==> config.mk <==
export PLATFORM = sky130hd
export DESIGN_NAME = sd_spi_host_sequencer
export DESIGN_NICKNAME = d
export VERILOG_FILES = /design/src/hw/rtl/sdh_pkg.sv /design/src/hw/rtl/sd_spi_host_sequencer.sv /design/src/hw/rtl/sdh_cfg_regs.sv /design/src/hw/rtl/sdh_core.sv
export SDC_FILE = /design/constraint.sdc
export NUM_CORES = 1
export LEC_CHECK = 0
export ABC_AREA = 1
export BUFFER_PORTS_ARGS = -buffer_cell sky130_fd_sc_hd__buf_2
export CAP_MARGIN = 10
export CORE_MARGIN = 1.5
export CORE_UTILIZATION = 45
export DETAILED_ROUTE_END_ITERATION = 12
export GPL_TIMING_DRIVEN = 1
export PLACE_DENSITY_LB_ADDON = 0.15
export SYNTH_ARGS = -nofsm -noshare
export SYNTH_HDL_FRONTEND = slang
export SYNTH_HIERARCHICAL = 1
export SYNTH_SLANG_ARGS = --single-unit
export TNS_END_PERCENT = 30
==> constraint.sdc <==
create_clock -name clk -period 12.82 [get_ports clk]
set_input_delay 2.564 -clock clk [delete_from_list [all_inputs] [get_ports clk]]
set_output_delay 2.564 -clock clk [all_outputs]
set_load 0.05 [all_outputs]
==> src/hw/rtl/sdh_pkg.sv <==
// Package for the SD card SPI-mode host sequencer.
// Phase codes, card type and status codes, register indexes and field types.
// No dependencies.
package sdh_pkg;

  localparam int BLOCK_BYTES = 512;

  typedef enum logic [23:0] {
    P_IDLE   = 24'h000001,
    P_CMD0   = 24'h000002,
    P_CMD8   = 24'h000004,
    P_V2LOOP = 24'h000008,
    P_CMD58  = 24'h000010,
    P_PROBE  = 24'h000020,
    P_V1LOOP = 24'h000040,
    P_CMD16  = 24'h000080,
    P_CMD17  = 24'h000100,
    P_CMD24  = 24'h000200,
    P_WAKE   = 24'h000400,
    P_GAP0   = 24'h000800,
    P_OCR8   = 24'h001000,
    P_OCR58  = 24'h002000,
    P_RDGAP  = 24'h004000,
    P_RDTOK  = 24'h008000,
    P_RDDATA = 24'h010000,
    P_RDCRC  = 24'h020000,
    P_WRGAP  = 24'h040000,
    P_WRTOK  = 24'h080000,
    P_WRDATA = 24'h100000,
    P_WRCRC  = 24'h200000,
    P_WRRESP = 24'h400000,
    P_WRBUSY = 24'h800000
  } phase_t;

  localparam logic [1:0] K_INIT  = 2'd0;
  localparam logic [1:0] K_READ  = 2'd1;
  localparam logic [1:0] K_WRITE = 2'd2;
  localparam logic [1:0] K_XCHG  = 2'd3;

  localparam logic [1:0] ST_OK       = 2'd0;
  localparam logic [1:0] ST_RD_FAIL  = 2'd1;
  localparam logic [1:0] ST_WR_FAIL  = 2'd2;
  localparam logic [1:0] ST_INI_FAIL = 2'd3;

  localparam logic [2:0] CT_UNKNOWN = 3'd0;
  localparam logic [2:0] CT_MMC     = 3'd1;
  localparam logic [2:0] CT_SDV1    = 3'd2;
  localparam logic [2:0] CT_SDV2_BY = 3'd3;
  localparam logic [2:0] CT_SDV2_BL = 3'd4;

  localparam logic [2:0] R_RESP_TRIES = 3'd0;
  localparam logic [2:0] R_TOK_TMO    = 3'd1;
  localparam logic [2:0] R_TRIES_V2   = 3'd2;
  localparam logic [2:0] R_TRIES_V1   = 3'd3;
  localparam logic [2:0] R_WAKE       = 3'd4;

  localparam logic [7:0] C_CMD0   = 8'h40;
  localparam logic [7:0] C_CMD1   = 8'h41;
  localparam logic [7:0] C_CMD8   = 8'h48;
  localparam logic [7:0] C_CMD16  = 8'h50;
  localparam logic [7:0] C_CMD17  = 8'h51;
  localparam logic [7:0] C_CMD24  = 8'h58;
  localparam logic [7:0] C_CMD55  = 8'h77;
  localparam logic [7:0] C_CMD58  = 8'h7A;
  localparam logic [7:0] C_ACMD41 = 8'hE9;

  typedef struct packed {
    logic [7:0]  response_tries;
    logic [15:0] token_timeout;
    logic [14:0] init_tries_v2;
    logic [14:0] init_tries_v1;
    logic [7:0]  wake_bytes;
  } cfg_t;

  typedef struct packed {
    logic [1:0]  kind;
    logic [31:0] block_address;
    logic [7:0]  miso_byte;
    logic [7:0]  write_byte;
  } item_t;

  typedef struct packed {
    logic       send_valid;
    logic [7:0] mosi_byte;
    logic       chip_select;
    logic       slow_clock;
    logic       wants_write_byte;
    logic       data_valid;
    logic [7:0] data_byte;
    logic       done_res;
    logic [1:0] status;
    logic [2:0] card_type;
  } res_t;

endpackage

==> src/hw/rtl/sd_spi_host_sequencer.sv <==
// Top level of the SD card SPI-mode host sequencer: stream ports, output register.
// Depends on sdh_pkg, sdh_cfg_regs and sdh_core.
//
// Each input word is a request (init, read, write) or the result of one SPI
// byte exchange; each gives exactly one result word naming the next byte, chip
// select and bus speed, or the end of the request. One word is taken per
// cycle: the next-step logic sits between the input and a one-deep output
// register, so the rate is one word per clock when the output side keeps up.
// The result shows in the cycle after its word. Configure only while idle.
module sd_spi_host_sequencer (
  input  logic        clk,
  input  logic        rst_n,
  input  logic        in_tvalid,
  output logic        in_tready,
  input  logic [47:0] in_tdata,   // block_address[31:0], miso_byte[39:32], write_byte[47:40]
  input  logic [1:0]  in_tuser,   // kind[1:0]
  output logic        out_tvalid,
  input  logic        out_tready,
  output logic [31:0] out_tdata,  // send_valid, mosi_byte, chip_select, slow_clock,
                                  // wants_write_byte, data_valid, data_byte, done_res,
                                  // status, card_type (bits 0..26)
  input  logic        cfg_valid,
  output logic        cfg_ready,
  input  logic [2:0]  cfg_index,
  input  logic [31:0] cfg_data
);

  sdh_pkg::cfg_t  cfg;
  sdh_pkg::item_t item;
  sdh_pkg::res_t  res;
  sdh_pkg::res_t  res_r;
  logic           vld_r;
  logic           step;

  assign cfg_ready = 1'b1;

  sdh_cfg_regs u_cfg (
    .clk(clk), .rst_n(rst_n), .wr_en(cfg_valid), .wr_index(cfg_index),
    .wr_data(cfg_data), .cfg(cfg)
  );

  assign item.kind          = in_tuser;
  assign item.block_address = in_tdata[31:0];
  assign item.miso_byte     = in_tdata[39:32];
  assign item.write_byte    = in_tdata[47:40];

  // Accept whenever the output register is free or draining
  assign in_tready = !vld_r || out_tready;
  assign step      = in_tvalid && in_tready;

  sdh_core u_core (
    .clk(clk), .rst_n(rst_n), .step(step), .item(item), .cfg(cfg), .res(res)
  );

  always_ff @(posedge clk) begin
    if (!rst_n) vld_r <= 1'b0;
    else if (in_tready) vld_r <= in_tvalid;
  end

  always_ff @(posedge clk) begin
    if (step) res_r <= res;
  end

  assign out_tvalid = vld_r;
  assign out_tdata  = {5'd0, res_r.card_type, res_r.status, res_r.done_res,
                       res_r.data_byte, res_r.data_valid, res_r.wants_write_byte,
                       res_r.slow_clock, res_r.chip_select, res_r.mosi_byte,
                       res_r.send_valid};

endmodule

==> src/hw/rtl/sdh_cfg_regs.sv <==
// Configuration register file of the SD host sequencer.
// Depends on sdh_pkg.
module sdh_cfg_regs (
  input  logic              clk,
  input  logic              rst_n,
  input  logic              wr_en,
  input  logic [2:0]        wr_index,
  input  logic [31:0]       wr_data,
  output sdh_pkg::cfg_t     cfg
);

  sdh_pkg::cfg_t cfg_r;

  // Write the addressed register; indexes past the list are dropped
  always_ff @(posedge clk) begin
    if (!rst_n) begin
      cfg_r.response_tries <= 8'd10;
      cfg_r.token_timeout  <= 16'd65535;
      cfg_r.init_tries_v2  <= 15'd12000;
      cfg_r.init_tries_v1  <= 15'd25000;
      cfg_r.wake_bytes     <= 8'd10;
    end else if (wr_en) begin
      case (wr_index)
        sdh_pkg::R_RESP_TRIES: cfg_r.response_tries <= wr_data[7:0];
        sdh_pkg::R_TOK_TMO:    cfg_r.token_timeout  <= wr_data[15:0];
        sdh_pkg::R_TRIES_V2:   cfg_r.init_tries_v2  <= wr_data[14:0];
        sdh_pkg::R_TRIES_V1:   cfg_r.init_tries_v1  <= wr_data[14:0];
        sdh_pkg::R_WAKE:       cfg_r.wake_bytes     <= wr_data[7:0];
        default: ;
      endcase
    end
  end

  assign cfg = cfg_r;

endmodule

==> src/hw/rtl/sdh_core.sv <==
// Sequencer state and next-step logic of the SD host: one item per cycle while step is high.
// Depends on sdh_pkg.
module sdh_core (
  input  logic              clk,
  input  logic              rst_n,
  input  logic              step,
  input  sdh_pkg::item_t    item,
  input  sdh_pkg::cfg_t     cfg,
  output sdh_pkg::res_t     res
);

  sdh_pkg::phase_t phase_r, phase_nxt;
  logic [7:0]  code_r, code_nxt;
  logic [31:0] arg_r, arg_nxt;
  logic        app_r, app_nxt;
  logic [15:0] cnt_r, cnt_nxt;
  logic [14:0] try_r, try_nxt;
  logic [2:0]  type_r, type_nxt;
  logic [7:0]  regb_r [4];
  logic        regb_we;
  logic [7:0]  regb0_v, regb2_v;

  // Command frame byte for a given position, code, app flag and argument
  function automatic logic [7:0] frame_byte(input logic [15:0] p, input logic [7:0] cc,
                                            input logic ap, input logic [31:0] ar);
    logic [7:0]  code;
    logic [31:0] a;
    logic [7:0]  b;
    code = ap ? sdh_pkg::C_CMD55 : {1'b0, cc[6:0]};
    a    = ap ? 32'd0 : ar;
    b    = 8'hFF;
    case (p)
      16'd2: b = code;
      16'd3: b = a[31:24];
      16'd4: b = a[23:16];
      16'd5: b = a[15:8];
      16'd6: b = a[7:0];
      16'd7: b = (code == sdh_pkg::C_CMD0) ? 8'h95 :
                 (code == sdh_pkg::C_CMD8) ? 8'h87 : 8'h01;
      default: b = 8'hFF;
    endcase
    return b;
  endfunction

  always_comb begin
    logic [7:0]  miso;
    logic [7:0]  tries;
    logic [15:0] c1;
    logic        have_resp;
    logic [7:0]  r;
    logic        start;
    logic [7:0]  s_code;
    logic [31:0] s_arg;
    logic        fin;
    logic [1:0]  st;
    logic [14:0] tdec;

    miso      = item.miso_byte;
    phase_nxt = phase_r;
    code_nxt  = code_r;
    arg_nxt   = arg_r;
    app_nxt   = app_r;
    cnt_nxt   = cnt_r;
    try_nxt   = try_r;
    type_nxt  = type_r;
    regb_we   = 1'b0;
    res       = '0;
    have_resp = 1'b0;
    r         = miso;
    start     = 1'b0;
    s_code    = 8'd0;
    s_arg     = 32'd0;
    fin       = 1'b0;
    st        = sdh_pkg::ST_OK;
    tries     = (cfg.response_tries == 8'd0) ? 8'd1 : cfg.response_tries;
    c1        = cnt_r + 16'd1;
    tdec      = try_r - 15'd1;

    case (item.kind)
      sdh_pkg::K_INIT: begin
        type_nxt = sdh_pkg::CT_UNKNOWN;
        if (cfg.wake_bytes != 8'd0) begin
          phase_nxt = sdh_pkg::P_WAKE;
          cnt_nxt = 16'd0;
          res.send_valid = 1'b1; res.mosi_byte = 8'hFF; res.slow_clock = 1'b1;
        end else begin
          start = 1'b1; phase_nxt = sdh_pkg::P_CMD0; s_code = sdh_pkg::C_CMD0;
        end
      end
      sdh_pkg::K_READ: begin
        start = 1'b1; phase_nxt = sdh_pkg::P_CMD17;
        s_code = sdh_pkg::C_CMD17; s_arg = item.block_address;
      end
      sdh_pkg::K_WRITE: begin
        start = 1'b1; phase_nxt = sdh_pkg::P_CMD24;
        s_code = sdh_pkg::C_CMD24; s_arg = item.block_address;
      end
      default: begin
        case (phase_r)
          sdh_pkg::P_CMD0, sdh_pkg::P_CMD8, sdh_pkg::P_V2LOOP, sdh_pkg::P_CMD58,
          sdh_pkg::P_PROBE, sdh_pkg::P_V1LOOP, sdh_pkg::P_CMD16, sdh_pkg::P_CMD17,
          sdh_pkg::P_CMD24: begin
            // Advance the command frame or poll for its response
            if (cnt_r >= 16'd8 && !(miso[7] && ((cnt_r - 16'd7) < {8'd0, tries}))) begin
              if (app_r && miso <= 8'd1) begin
                app_nxt = 1'b0; cnt_nxt = 16'd0;
                res.send_valid = 1'b1;
                res.mosi_byte = frame_byte(16'd0, code_r, 1'b0, arg_r);
              end else begin
                have_resp = 1'b1;
              end
            end else begin
              cnt_nxt = c1;
              res.send_valid = 1'b1; res.chip_select = 1'b1;
              res.mosi_byte = frame_byte(c1, code_r, app_r, arg_r);
            end
          end
          sdh_pkg::P_WAKE: begin
            cnt_nxt = c1;
            if (c1 < {8'd0, cfg.wake_bytes}) begin
              res.send_valid = 1'b1; res.mosi_byte = 8'hFF; res.slow_clock = 1'b1;
            end else begin
              start = 1'b1; phase_nxt = sdh_pkg::P_CMD0; s_code = sdh_pkg::C_CMD0;
            end
          end
          sdh_pkg::P_GAP0: begin
            start = 1'b1; phase_nxt = sdh_pkg::P_CMD8;
            s_code = sdh_pkg::C_CMD8; s_arg = 32'h1AA;
          end
          sdh_pkg::P_OCR8, sdh_pkg::P_OCR58: begin
            regb_we = 1'b1;
            cnt_nxt = c1;
            if (c1 < 16'd4) begin
              res.send_valid = 1'b1; res.mosi_byte = 8'hFF; res.chip_select = 1'b1;
            end else if (phase_r == sdh_pkg::P_OCR58) begin
              type_nxt = regb0_v[6] ? sdh_pkg::CT_SDV2_BL : sdh_pkg::CT_SDV2_BY;
              fin = 1'b1;
            end else if (regb2_v == 8'h01 && miso == 8'hAA) begin
              try_nxt = cfg.init_tries_v2;
              if (cfg.init_tries_v2 == 15'd0) fin = 1'b1;
              else begin
                start = 1'b1; phase_nxt = sdh_pkg::P_V2LOOP;
                s_code = sdh_pkg::C_ACMD41; s_arg = 32'h4000_0000;
              end
            end else fin = 1'b1;
          end
          sdh_pkg::P_RDGAP: begin
            phase_nxt = sdh_pkg::P_RDTOK; cnt_nxt = 16'd0;
            res.send_valid = 1'b1; res.mosi_byte = 8'hFF; res.chip_select = 1'b1;
          end
          sdh_pkg::P_RDTOK, sdh_pkg::P_WRBUSY: begin
            // Poll for start token or busy end within the timeout
            if (miso == ((phase_r == sdh_pkg::P_RDTOK) ? 8'hFE : 8'hFF) &&
                c1 < cfg.token_timeout && cnt_r != 16'hFFFF) begin
              if (phase_r == sdh_pkg::P_RDTOK) begin
                phase_nxt = sdh_pkg::P_RDDATA; cnt_nxt = 16'd0;
                res.send_valid = 1'b1; res.mosi_byte = 8'hFF; res.chip_select = 1'b1;
              end else fin = 1'b1;
            end else if (cnt_r == 16'hFFFF || c1 >= cfg.token_timeout) begin
              fin = 1'b1;
              st = (phase_r == sdh_pkg::P_RDTOK) ? sdh_pkg::ST_RD_FAIL : sdh_pkg::ST_WR_FAIL;
            end else begin
              cnt_nxt = c1;
              res.send_valid = 1'b1; res.mosi_byte = 8'hFF; res.chip_select = 1'b1;
            end
          end
          sdh_pkg::P_RDDATA: begin
            res.data_valid = 1'b1; res.data_byte = miso;
            cnt_nxt = c1;
            if (c1 >= 16'(sdh_pkg::BLOCK_BYTES)) begin
              phase_nxt = sdh_pkg::P_RDCRC; cnt_nxt = 16'd0;
            end
            res.send_valid = 1'b1; res.mosi_byte = 8'hFF; res.chip_select = 1'b1;
          end
          sdh_pkg::P_RDCRC, sdh_pkg::P_WRCRC: begin
            cnt_nxt = c1;
            if (c1 < 16'd2) begin
              res.send_valid = 1'b1; res.mosi_byte = 8'hFF; res.chip_select = 1'b1;
            end else if (phase_r == sdh_pkg::P_RDCRC) fin = 1'b1;
            else begin
              phase_nxt = sdh_pkg::P_WRRESP;
              res.send_valid = 1'b1; res.mosi_byte = 8'hFF; res.chip_select = 1'b1;
            end
          end
          sdh_pkg::P_WRGAP: begin
            phase_nxt = sdh_pkg::P_WRTOK;
            res.send_valid = 1'b1; res.mosi_byte = 8'hFE; res.chip_select = 1'b1;
            res.wants_write_byte = 1'b1;
          end
          sdh_pkg::P_WRTOK: begin
            phase_nxt = sdh_pkg::P_WRDATA; cnt_nxt = 16'd0;
            res.send_valid = 1'b1; res.mosi_byte = item.write_byte;
            res.chip_select = 1'b1; res.wants_write_byte = (sdh_pkg::BLOCK_BYTES > 1);
          end
          sdh_pkg::P_WRDATA: begin
            res.send_valid = 1'b1; res.chip_select = 1'b1;
            if ({1'b0, c1} < 17'(sdh_pkg::BLOCK_BYTES)) begin
              cnt_nxt = c1;
              res.mosi_byte = item.write_byte;
              res.wants_write_byte = ({1'b0, c1} + 17'd1) < 17'(sdh_pkg::BLOCK_BYTES);
            end else begin
              phase_nxt = sdh_pkg::P_WRCRC; cnt_nxt = 16'd0; res.mosi_byte = 8'hFF;
            end
          end
          sdh_pkg::P_WRRESP: begin
            if (miso[4:0] != 5'h05) begin
              fin = 1'b1; st = sdh_pkg::ST_WR_FAIL;
            end else begin
              phase_nxt = sdh_pkg::P_WRBUSY; cnt_nxt = 16'd0;
              res.send_valid = 1'b1; res.mosi_byte = 8'hFF; res.chip_select = 1'b1;
            end
          end
          default: phase_nxt = sdh_pkg::P_IDLE;
        endcase
      end
    endcase

    // React to a finished command response
    if (have_resp) begin
      case (phase_r)
        sdh_pkg::P_CMD0:
          if (r == 8'd1) begin
            phase_nxt = sdh_pkg::P_GAP0;
            res.send_valid = 1'b1; res.mosi_byte = 8'hFF; res.chip_select = 1'b1;
          end else begin
            fin = 1'b1; st = sdh_pkg::ST_INI_FAIL;
          end
        sdh_pkg::P_CMD8:
          if (r == 8'd1) begin
            phase_nxt = sdh_pkg::P_OCR8; cnt_nxt = 16'd0;
            res.send_valid = 1'b1; res.mosi_byte = 8'hFF; res.chip_select = 1'b1;
          end else begin
            start = 1'b1; phase_nxt = sdh_pkg::P_PROBE; s_code = sdh_pkg::C_ACMD41;
          end
        sdh_pkg::P_V2LOOP:
          if (r == 8'd0) begin
            start = 1'b1; phase_nxt = sdh_pkg::P_CMD58; s_code = sdh_pkg::C_CMD58;
          end else begin
            try_nxt = tdec;
            if (tdec == 15'd0) fin = 1'b1;
            else begin start = 1'b1; s_code = code_r; s_arg = arg_r; end
          end
        sdh_pkg::P_CMD58:
          if (r == 8'd0) begin
            phase_nxt = sdh_pkg::P_OCR58; cnt_nxt = 16'd0;
            res.send_valid = 1'b1; res.mosi_byte = 8'hFF; res.chip_select = 1'b1;
          end else fin = 1'b1;
        sdh_pkg::P_PROBE: begin
          try_nxt = cfg.init_tries_v1;
          if (cfg.init_tries_v1 == 15'd0) begin
            type_nxt = sdh_pkg::CT_UNKNOWN; fin = 1'b1;
          end else begin
            type_nxt = (r <= 8'd1) ? sdh_pkg::CT_SDV1 : sdh_pkg::CT_MMC;
            start = 1'b1; phase_nxt = sdh_pkg::P_V1LOOP;
            s_code = (r <= 8'd1) ? sdh_pkg::C_ACMD41 : sdh_pkg::C_CMD1;
          end
        end
        sdh_pkg::P_V1LOOP:
          if (r == 8'd0) begin
            start = 1'b1; phase_nxt = sdh_pkg::P_CMD16;
            s_code = sdh_pkg::C_CMD16; s_arg = 32'(sdh_pkg::BLOCK_BYTES);
          end else begin
            try_nxt = tdec;
            if (tdec == 15'd0) begin type_nxt = sdh_pkg::CT_UNKNOWN; fin = 1'b1; end
            else begin start = 1'b1; s_code = code_r; s_arg = arg_r; end
          end
        sdh_pkg::P_CMD16: begin
          if (r != 8'd0) type_nxt = sdh_pkg::CT_UNKNOWN;
          fin = 1'b1;
        end
        sdh_pkg::P_CMD17:
          if (r != 8'd0) begin fin = 1'b1; st = sdh_pkg::ST_RD_FAIL; end
          else begin
            phase_nxt = sdh_pkg::P_RDGAP;
            res.send_valid = 1'b1; res.mosi_byte = 8'hFF; res.chip_select = 1'b1;
          end
        default:
          if (r != 8'd0) begin fin = 1'b1; st = sdh_pkg::ST_WR_FAIL; end
          else begin
            phase_nxt = sdh_pkg::P_WRGAP;
            res.send_valid = 1'b1; res.mosi_byte = 8'hFF; res.chip_select = 1'b1;
          end
      endcase
    end

    // Open a new command frame: first byte is deselected 0xFF
    if (start) begin
      code_nxt = s_code; arg_nxt = s_arg; app_nxt = s_code[7]; cnt_nxt = 16'd0;
      res = '0;
      res.send_valid = 1'b1; res.mosi_byte = 8'hFF;
    end
    if (fin) begin
      phase_nxt = sdh_pkg::P_IDLE;
      res.done_res = 1'b1; res.status = st;
    end
    res.card_type = type_nxt;
  end

  // Register bytes of the OCR and R7 replies; the current byte bypasses
  assign regb0_v = regb_r[0];
  assign regb2_v = regb_r[2];

  always_ff @(posedge clk) begin
    if (step && regb_we) regb_r[cnt_r[1:0]] <= item.miso_byte;
  end

  always_ff @(posedge clk) begin
    if (!rst_n) begin
      phase_r <= sdh_pkg::P_IDLE;
      code_r  <= '0;
      arg_r   <= '0;
      app_r   <= 1'b0;
      cnt_r   <= '0;
      try_r   <= '0;
      type_r  <= sdh_pkg::CT_UNKNOWN;
    end else if (step) begin
      phase_r <= phase_nxt;
      code_r  <= code_nxt;
      arg_r   <= arg_nxt;
      app_r   <= app_nxt;
      cnt_r   <= cnt_nxt;
      try_r   <= try_nxt;
      type_r  <= type_nxt;
    end
  end

  // A finished request always returns to idle
  a_done_idle: assert property (@(posedge clk) disable iff (!rst_n)
    (step && res.done_res) |=> (phase_r == sdh_pkg::P_IDLE))
    else $error("done without idle");
  // A result never both sends and finishes
  a_send_done: assert property (@(posedge clk) disable iff (!rst_n)
    step |-> !(res.send_valid && res.done_res))
    else $error("send and done together");
  // Read data only flows in the data phase
  a_data_phase: assert property (@(posedge clk) disable iff (!rst_n)
    (step && res.data_valid) |-> (phase_r == sdh_pkg::P_RDDATA))
    else $error("data outside read phase");

endmodule

Yosys cells after proc, flatten, opt, wreduce, memory -nomap -nowiden --
Memories as Yosys holds them, arrays and structs flattened. Index checks and enable logic that the tools add are counted.
Operators by class: $add $sub $neg 4, multiply operators 0, divide/modulo/power cells 0, order comparisons 11, equality and inequality tests 45, shift-type cells 0, multiplexer cells 184, bitwise logic cells 1, reduce and logical (&&, ||, !) cells 48
Operators with widths (number):
- $mux W24 | 21
- $pmux W24 S12 | 1
- $mux W32 | 8
- $mux W16 | 13
- $pmux W24 S8 | 1
- $pmux W32 S2 | 3
- $mux W8 | 15
- $pmux W16 S7 | 1
- $mux W10 | 11
- $mux W15 | 7
- $pmux W9 S10 | 1
- $pmux W24 S3 | 1
- $eq A16 B3 Y1 const B | 4
- $pmux W16 S2 | 2
- $mux W1 | 49
- $pmux W8 S3 | 2
- $pmux W8 S6 | 1
- $logic_not A15 Y1 | 3
- $mux W9 | 5
- $eq A16 B2 Y1 const B | 2
- $lt A16 B8 Y1 | 2
- $pmux W8 S4 | 1
- $mux W31 | 1
- $pmux W10 S3 | 1
- 81 further kinds | 137
Word-level totals: register bits after elaboration 189, latch bits 0, memory bits (writable) 32, bits in read-only memories 0, logic and storage cells 317, memories kept 1
Memories:
- u_core.regb_r | words 4, width 8, rd ports 2, clocked after Yosys merged registers in 0, wr ports 1, RTL line sdh_core.sv:19 | logic [7:0] regb_r [4];

Longest topological paths before layout --
Gate-level depths: netlist of the first run. An unclocked memory read counts as a cell.
word-level depth 14, depth in mapped cells 28, gate-level depth less buffers 27

Modules after synthesis --
The synthesis of the first run kept the hierarchy.
By module, submodules not included:
- sdh_core | instances 1, cells each 2047, area each 11439.7 sq um, seq. area each 2252.2 sq um
- sdh_cfg_regs | instances 1, cells each 331, area each 2418.6 sq um, seq. area each 1241.2 sq um
- sd_spi_host_sequencer | instances 1, cells each 42, area each 914.6 sq um, seq. area each 830.8 sq um

Worst setup path before layout of the first run --
OpenSTA, ideal clock, no wires.
path type input-to-reg, start point input port in_tvalid, end point memory u_core.regb_r[2][0], enable pin, library setup time 0.371 ns, data arrival time 5.407 ns, path slack 7.042 ns, cell stages on the path 6, path buffers 0, cell sequence inv_1 -> a21oi_1 -> nand2_1 -> inv_1 -> nand2_1 -> nor2_1
On the way: longest elaborated chain between the ends 4
Ends and longest elaborated chain:
- start: declaration | RTL line sd_spi_host_sequencer.sv:13 | input logic in_tvalid,
- $logic_and A1 B1 Y1 | RTL line sd_spi_host_sequencer.sv:49 | assign step = in_tvalid && in_tready;
- net step | RTL line sd_spi_host_sequencer.sv:33 | logic step;
- $logic_and A1 B1 Y1 | RTL line sdh_core.sv:304 | if (step && regb_we) regb_r[cnt_r[1:0]] <= item.miso_byte;
- $mux W1 | RTL line sdh_core.sv:304
- $mux W1 (implied by the code) | RTL line sdh_core.sv:304
- end: declaration | RTL line sdh_core.sv:19
The timed path passes the listed nets, and every way through them passes these cells.

Final worst setup path of the first run --
start point input port in_tdata[36], end point register u_core.cnt_r[2]
On the way: longest elaborated chain between the ends 12, elaborated cells between the ends (all ways) 36, those cells by class order compare: 1; eq/ne: 4; mux: 26; reduce/logical: 5
Ends and longest elaborated chain:
- start: declaration | RTL line sd_spi_host_sequencer.sv:15 | input logic [47:0] in_tdata,
- parallel branches: the longest is 11 deep, another holds $le A8 B1 Y1
- $mux W16 (*) | RTL line sdh_core.sv:287 | if (start) begin
- end signal: assignment | RTL line sdh_core.sv:321 | cnt_r <= cnt_nxt;
- end: declaration | RTL line sdh_core.sv:16 | logic [15:0] cnt_r, cnt_nxt;
Mark *: on every way between the ends. A chain may end at the register's enable or synchronous reset.

==> summary.md, run 1 <==
| Metric | Value |
|---|---|
| Min Tclk post-route | `between 5000 and 6000 ps` |
| Max Slew Vio Count | `0` |
| Worst slew pin tran | `around 910 ps` |
| Endpoints failing setup | `0` |
| Post-CTS Setup Inserts | `0` |
| Pwr/cell area | `92.0 nW/µm²` |
| Core Region | `~32,000 µm²` |
| DRC | `0` |
| Max_cap viols | `0` |
| Crit end category | `flop` |
| Data required time of the critical path | `~13,000 ps` |
| Via count | `16,100` |
| Worst-path fanout max | `25` |
| First-pass GRT wire length | `80.1 mm` |
| Starting density of the core | `approximately 46%` |
| DIE HEIGHT | `~180 µm` |
| Filler Cell Count | `about 3,400` |
| Area contributors post-synth | `dfxtp_1 22%, nand2_1 16%, nand3_1 8.7%` |
| DRT iter0 DRCs | `1,412` |
| Post-Route WL | `50.7 mm` |
| CTS tree | `yes` |
| Post-Syn Area per Cell | `between 6 and 7 µm²` |
| Largest area contributor in the netlist | `dfxtp_1` |
| Most common cell in the netlist | `nand2_1` |
| Run status | `completed` |
| Top cells by count, synth | `648 x nand2_1, 324 x nor2_1, 310 x inv_1` |
| Total die area | `33,900 µm²` |
| Main synth FF type | `dfxtp_1` |
| Layout area overhead | `9.05%` |
| DR pass1 iterations | `5` |
| Synth Warn # | `6` |
| Startpoint Class | `primary input` |
| Synth cell types | `between 60 and 70` |
| Async set-reset flop share out of synthesis | `0%` |
| Post-route ant nets | `0` |
| Mapped Area | `14,800 µm²` |
| Clk buf depth | `2` |
| Share of cells above drive strength 1 | `9.62%` |
| Initial antenna violation count | `0` |
| Root Driver | `clkbuf_16` |
| I/O pins | `~130` |
| RSZ-0062 raised after global routing | `false` |
| Yosys reg bits | `198` |
| Clk Latency, worst-skew pair | `460 ps` |
| Number of port buffers | `102` |
| WS Path Type | `in -> reg` |
| Final Skew | `13.2 ps` |
| Final hold vios | `0` |
| FMAX | `0.174 GHz` |
| Worst EP arrival | `between 6000 and 7000 ps` |
| Vias per inst | `5.51` |
| Num CTS Buffers | `17` |
| P_leak | `just under 8 nW` |
| Slew HR | `39.0%` |
| Core Rows | `66` |
| Num Clock Sinks | `198` |
| Gr ovfl total | `0` |
| Hold Crit Class | `reg -> reg` |
| Total GRT Usage | `a little under a third` |
| Post-synth EDFFs | `36` |
| Final setup TNS | `0 ps` |
| N_diodes | `0` |
| Final nets | `around 2,600` |
| Post-synth top area share | `22.0%` |
| Die X | `184 µm` |
| CTS H-tree depth | `4` |
| Post-DP Area | `between 15,000 and 20,000 µm²` |
| Clk slew on worst S/H paths | `80 ps` |
| WL/cell | `17.3 µm` |
| CTS resizes | `0` |
| Tcrit/Tclk final | `44.9%` |
| Cells after Synth | `between 2,000 and 2,500` |
| CTS Hold Bufs | `0` |
| Vias in the first global route | `14,700` |
| Design area | `16,100 µm²` |
| Peak VDD IR | `0.117 mV` |
| Seq/Total Area, Yosys | `approximately 29%` |
| RD Place Congestion | `0.968` |
| Largest net degree at the start of global routing | `between 60 and 70` |
| HPWL after DPL | `38.5 mm` |
## layer usage
metal	share of wire, %	track usage, %	up-vias
met5	0	0	-
met4	2.6	9.15	0
met3	6.8	3.81	75
met2	44	47.7	612
met1	47	43.1	7456
li1	-	-	7973
## stage by stage
step	setup slack [ps]	utilization, %	hold slack [ps]	power, W	instances
2_1_floorplan	7040	-	429	0.000877	2424
3_3_place_gp	6680	47.8	441	0.000944	2894
3_5_place_dp	6670	47.8	447	0.000948	2894
4_1_cts	7150	49.6	467	0.00149	2926
5_1_grt	6760	49.6	487	0.00155	2927
6_report	7070	49.6	465	0.00148	2927
## state kept, by name, indices dropped and copies added, names as in the netlist
name            flops
out_tdata          27
out_tvalid          1
u_cfg/cfg          62
u_core/app_r        1
u_core/arg_r       32
u_core/cnt_r       16
u_core/code_r       8
u_core/phase_r     24
u_core/regb_r       9
u_core/try_r       15
u_core/type_r       3
## cells by family after synthesis
family / synth area share (%)
AND/OR/NAND/NOR: 42.3
AO/OA/AOI/OAI: 12.6
multiplexers: 0.136
flip-flops: 29.3
other: 0.0508
buffers and inverters: 11.2
XOR/XNOR: 0.822
adder cells (fa/ha/maj): 3.56
## worst max-delay path, cell delays in order
cell and delay (ps):
buf_2 130, nor4_1 280, nand2_1 120, nor2_1 590
nand2_1 110, buf_4 280, inv_1 300, buf_4 330
nor2_1 90, inv_1 90, nand4_1 170, nand2_1 170
nand3b_1 130, nand2_1 80, nand2_1 520, nor2_1 100
## cell usage in the layout, fill, tap and decap left out, types with 4 or more instances in the layout
master,instances
o21bai_1,8
nand2_2,14
nor2_4,14
inv_1,310
nand2_1,648
o22ai_1,43
conb_1,6
buf_2,101
xor2_1,12
o31ai_1,4
nor2_2,19
dfxtp_1,162
a21oi_1,104
nand3_1,257
inv_6,4
o211ai_1,10
inv_2,10
clkinv_1,6
nand4_1,50
nor2_1,324
ha_1,42
buf_4,14
nor3_1,34
edfxtp_1,36
nor4_1,19
a31oi_1,17
o21ai_1,8
o21ai_0,117
clkbuf_16,17
or2_2,16
## final timing paths
check,startpoint,endpoint,slack (ps),depth (start not counted)
max reg2reg,u_core/cnt_r[0],u_core/arg_r[29],7910,27
max,in_tdata[36],u_core/cnt_r[2],7070,16
min,u_cfg/cfg[13],u_cfg/cfg[13],470,2
min reg2reg,u_cfg/cfg[13],u_cfg/cfg[13],470,2
## final cells by class
class	count	area, µm²	area share, %
flip-flops and latches	198	4320	26.8
clock buffers	19	443	2.75
repair buffers	115	611	3.79
inverters	327	1230	7.63
multi-input cells	1813	8810	54.7
well taps	442	553	3.43
clock inverters	13	135	0.839
## power breakdown
group	switching, W	total (W)	internal, W	leakage, nW
registers	0.0000194	0.000679	0.000660	1.67
clock network	0.000280	0.000544	0.000265	0.280
logic	0.000185	0.000258	0.0000734	5.95
total	0.000484	0.00148	0.000998	7.90
No activity file was read; power rests on OpenSTA's default activity.
==> run 2, diff against run 1 <==
==> constraint.sdc (replaced) <==
create_clock -name clk -period 4.77 [get_ports clk]
set_input_delay 0.954 -clock clk [delete_from_list [all_inputs] [get_ports clk]]
set_output_delay 0.954 -clock clk [all_outputs]
set_load 0.05 [all_outputs]
==> summary.md, run 2 (synthesis results as in run 1) <==
| Metric | Value |
|---|---|
| Run status | `completed` |
| RSZ-0062 raised after global routing | `false` |
| Core Region | `approximately 32,000 µm²` |
| Core Rows | `between 60 and 70` |
| CP peak stage delay | `approximately 540 ps` |
| Switching pwr | `0.00130 W` |
| Final hold vios | `0` |
| Final worst slack | `623 ps` |
| Vias per inst | `5.44` |
| Die X | `184 µm` |
| Pre-CTS WS | `730 ps` |
| Worst Hold Launch | `u_cfg/cfg[53]` |
| Fin cells | `2,947` |
| Tcrit/Tclk final | `86.9%` |
| Post-DP Area | `roughly 16,000 µm²` |
| DRT iter0 DRCs | `~1,600` |
| Root Driver | `clkbuf_16` |
| FMAX | `0.241 GHz` |
| Design area | `approximately 16,000 µm²` |
| Reg power frac | `46.1%` |
| Filler Cell Count | `roughly 3,500` |
| Max FFs per register | `62` |
| Max Slew Vio Count | `0` |
| Peak VDD IR | `~0.26 mV` |
| Area of the multi-input gates | `8810 µm²` |
| Clk buf depth | `2` |
| Layout area overhead | `10.1%` |
| Largest net degree at the start of global routing | `66` |
| Gr ovfl total | `0` |
| Clk slew on worst S/H paths | `around 80 ps` |
| Slew HR | `38.5%` |
| Hold path cells | `2` |
| WS Path Type | `reg -> reg` |
| Clk Latency, worst-skew pair | `460 ps` |
| CTS H-tree depth | `4` |
| Sw frac | `32.7%` |
| Num Clock Sinks | `about 200` |
| Startpoint Class | `flop` |
| DIE HEIGHT | `184 µm` |
| Final nets | `2,625` |
| Endpoints failing setup | `0` |
| Pwr/cell area | `244 nW/µm²` |
| WL/cell | `17.2 µm` |
| Num CTS Buffers | `17` |
| Initial antenna violation count | `0` |
| RD Place Congestion | `0.974` |
| Final setup TNS | `0 ps` |
| N_diodes | `0` |
| CP Cell Sequence | `ha_1 -> nand2_2 -> nor2_2 -> nand2_1 -> nand2_1 -> inv_1 -> ha_1 -> nand2_1 -> nor2_1 -> nand2_1 -> o211ai_1 -> nand3_1 -> nand2_1 -> a21oi_1 -> nand2_1 -> inv_1 -> nand3_1 -> inv_1 -> nor2_1 -> nand2_1 -> a21oi_1 -> nand2_1 -> nand2_1 -> nand2_1` |
| Max_cap viols | `0` |
| CTS resizes | `0` |
| Clock power frac | `36.3%` |
| Data required time of the critical path | `4970 ps` |
| Share of cells above drive strength 1 | `between 10 and 15%` |
| Post-Route WL | `50.6 mm` |
| Total die area | `between 30,000 and 40,000 µm²` |
| Reg2reg end | `out_tdata[5]` |
| CTS tree | `yes` |
| CTS Hold Bufs | `0` |
| Register area | `4320 µm²` |
| Number of port buffers | `102` |
| P_int | `0.00267 W` |
| Most common cell after layout, fill and taps aside | `nand2_1` |
| Hold Path Sink | `u_cfg/cfg[53]` |
| Worst reg-to-reg path cell count | `24` |
| Cell Count Post-Placement | `2,916` |
| Total GRT Usage | `a little under a third` |
| Hold Crit Class | `reg -> reg` |
| DRC | `0` |
| Slowest library cell on the worst path | `dfxtp_1` |
| Worst slew pin tran | `921 ps` |
| Starting density of the core | `between 40% and 50%` |
| I/O pins | `125` |
| Post-CTS Setup Inserts | `0` |
| DR pass1 iterations | `5` |
| RR Startpoint | `u_core/cnt_r[1]` |
| Min Tclk post-route | `about 4100 ps` |
| Combinational power share | `17.6%` |
| Final Skew | `9.74 ps` |
| HPWL after DPL | `about 40 mm` |
| Worst EP arrival | `approximately 4400 ps` |
| P_leak | `8.00 nW` |
| First-pass GRT wire length | `79.8 mm` |
| Post-route ant nets | `0` |
| Crit path top cell by count | `nand2_1` |
| Vias in the first global route | `around 15,000` |
| FF-to-FF setup slack | `slightly above 600 ps` |
| Worst-path fanout max | `9` |
| Via count | `16,000` |
| Most frequent cells in the layout | `648 x nand2_1, 324 x nor2_1, 309 x inv_1` |
| Crit end category | `flop` |
==> run 2: per-stage QoR <==
| stage | utilization [%] | total power [W] | hold WS (ps) |
|---|---|---|---|
| final | 50.1 | 0.00396 | 462 |
| after global routing | 50.1 | 0.00415 | 486 |
| after CTS | 50.1 | 0.00399 | 463 |
| after detailed placement | 48.4 | 0.00255 | 445 |
| after global placement | 48.4 | 0.00254 | 445 |
| after floorplan | - | 0.00236 | 429 |
==> run 2: worst max-delay path by stage <==
stage                                from             endpoint  slack, ps  depth (start not counted)
after global routing      u_core/cnt_r[1]         out_tdata[5]        200                         24
after detailed placement  u_core/cnt_r[1]         out_tdata[4]        730                         24
final                     u_core/cnt_r[1]         out_tdata[5]        620                         24
after CTS                 u_core/cnt_r[1]         out_tdata[4]        700                         24
after floorplan                 in_tvalid  u_core/regb_r[2][0]        600                          6
after global placement    u_core/cnt_r[1]         out_tdata[7]        770                         21
==> run 2: layout make-up <==
cell class	instances	area share [%]
Clock buffer	17	2.62
Tap cell	442	3.40
Clock inverter	14	0.823
Timing Repair Buffer	136	4.80
Multi-Input combinational cell	1813	54.2
Sequential cell	198	26.6
Inverter	327	7.56
==> run 2: critical path, delay by kind of cell, from the launching register on <==
kind | cells | cell delay, ps
and+or+nand+nor | 16 | 2060
DFF | 1 | 540
AOI/OAI and AO/OA | 3 | 350
adders and majority gates | 2 | 580
buffers and inverters | 3 | 350
==> run 2: layer usage <==
| metal | track usage, % | share of wire [%] |
|---|---|---|
| met5 | 0 | 0 |
| met1 | 43.2 | 47 |
| met4 | 10.5 | 2.9 |
| met3 | 4.52 | 6.9 |
| met2 | 46.7 | 43 |
==> run 2: power groups by stage <==
| stage | logic, W | clock network, W | registers [W] |
|---|---|---|---|
| final | 0.000699 | 0.00144 | 0.00183 |
| after global routing | 0.000782 | 0.00154 | 0.00183 |
| after CTS | 0.000694 | 0.00147 | 0.00182 |
| after detailed placement | 0.000691 | 0 | 0.00186 |
| after global placement | 0.000679 | 0 | 0.00186 |
| after floorplan | 0.000460 | 0 | 0.00190 |
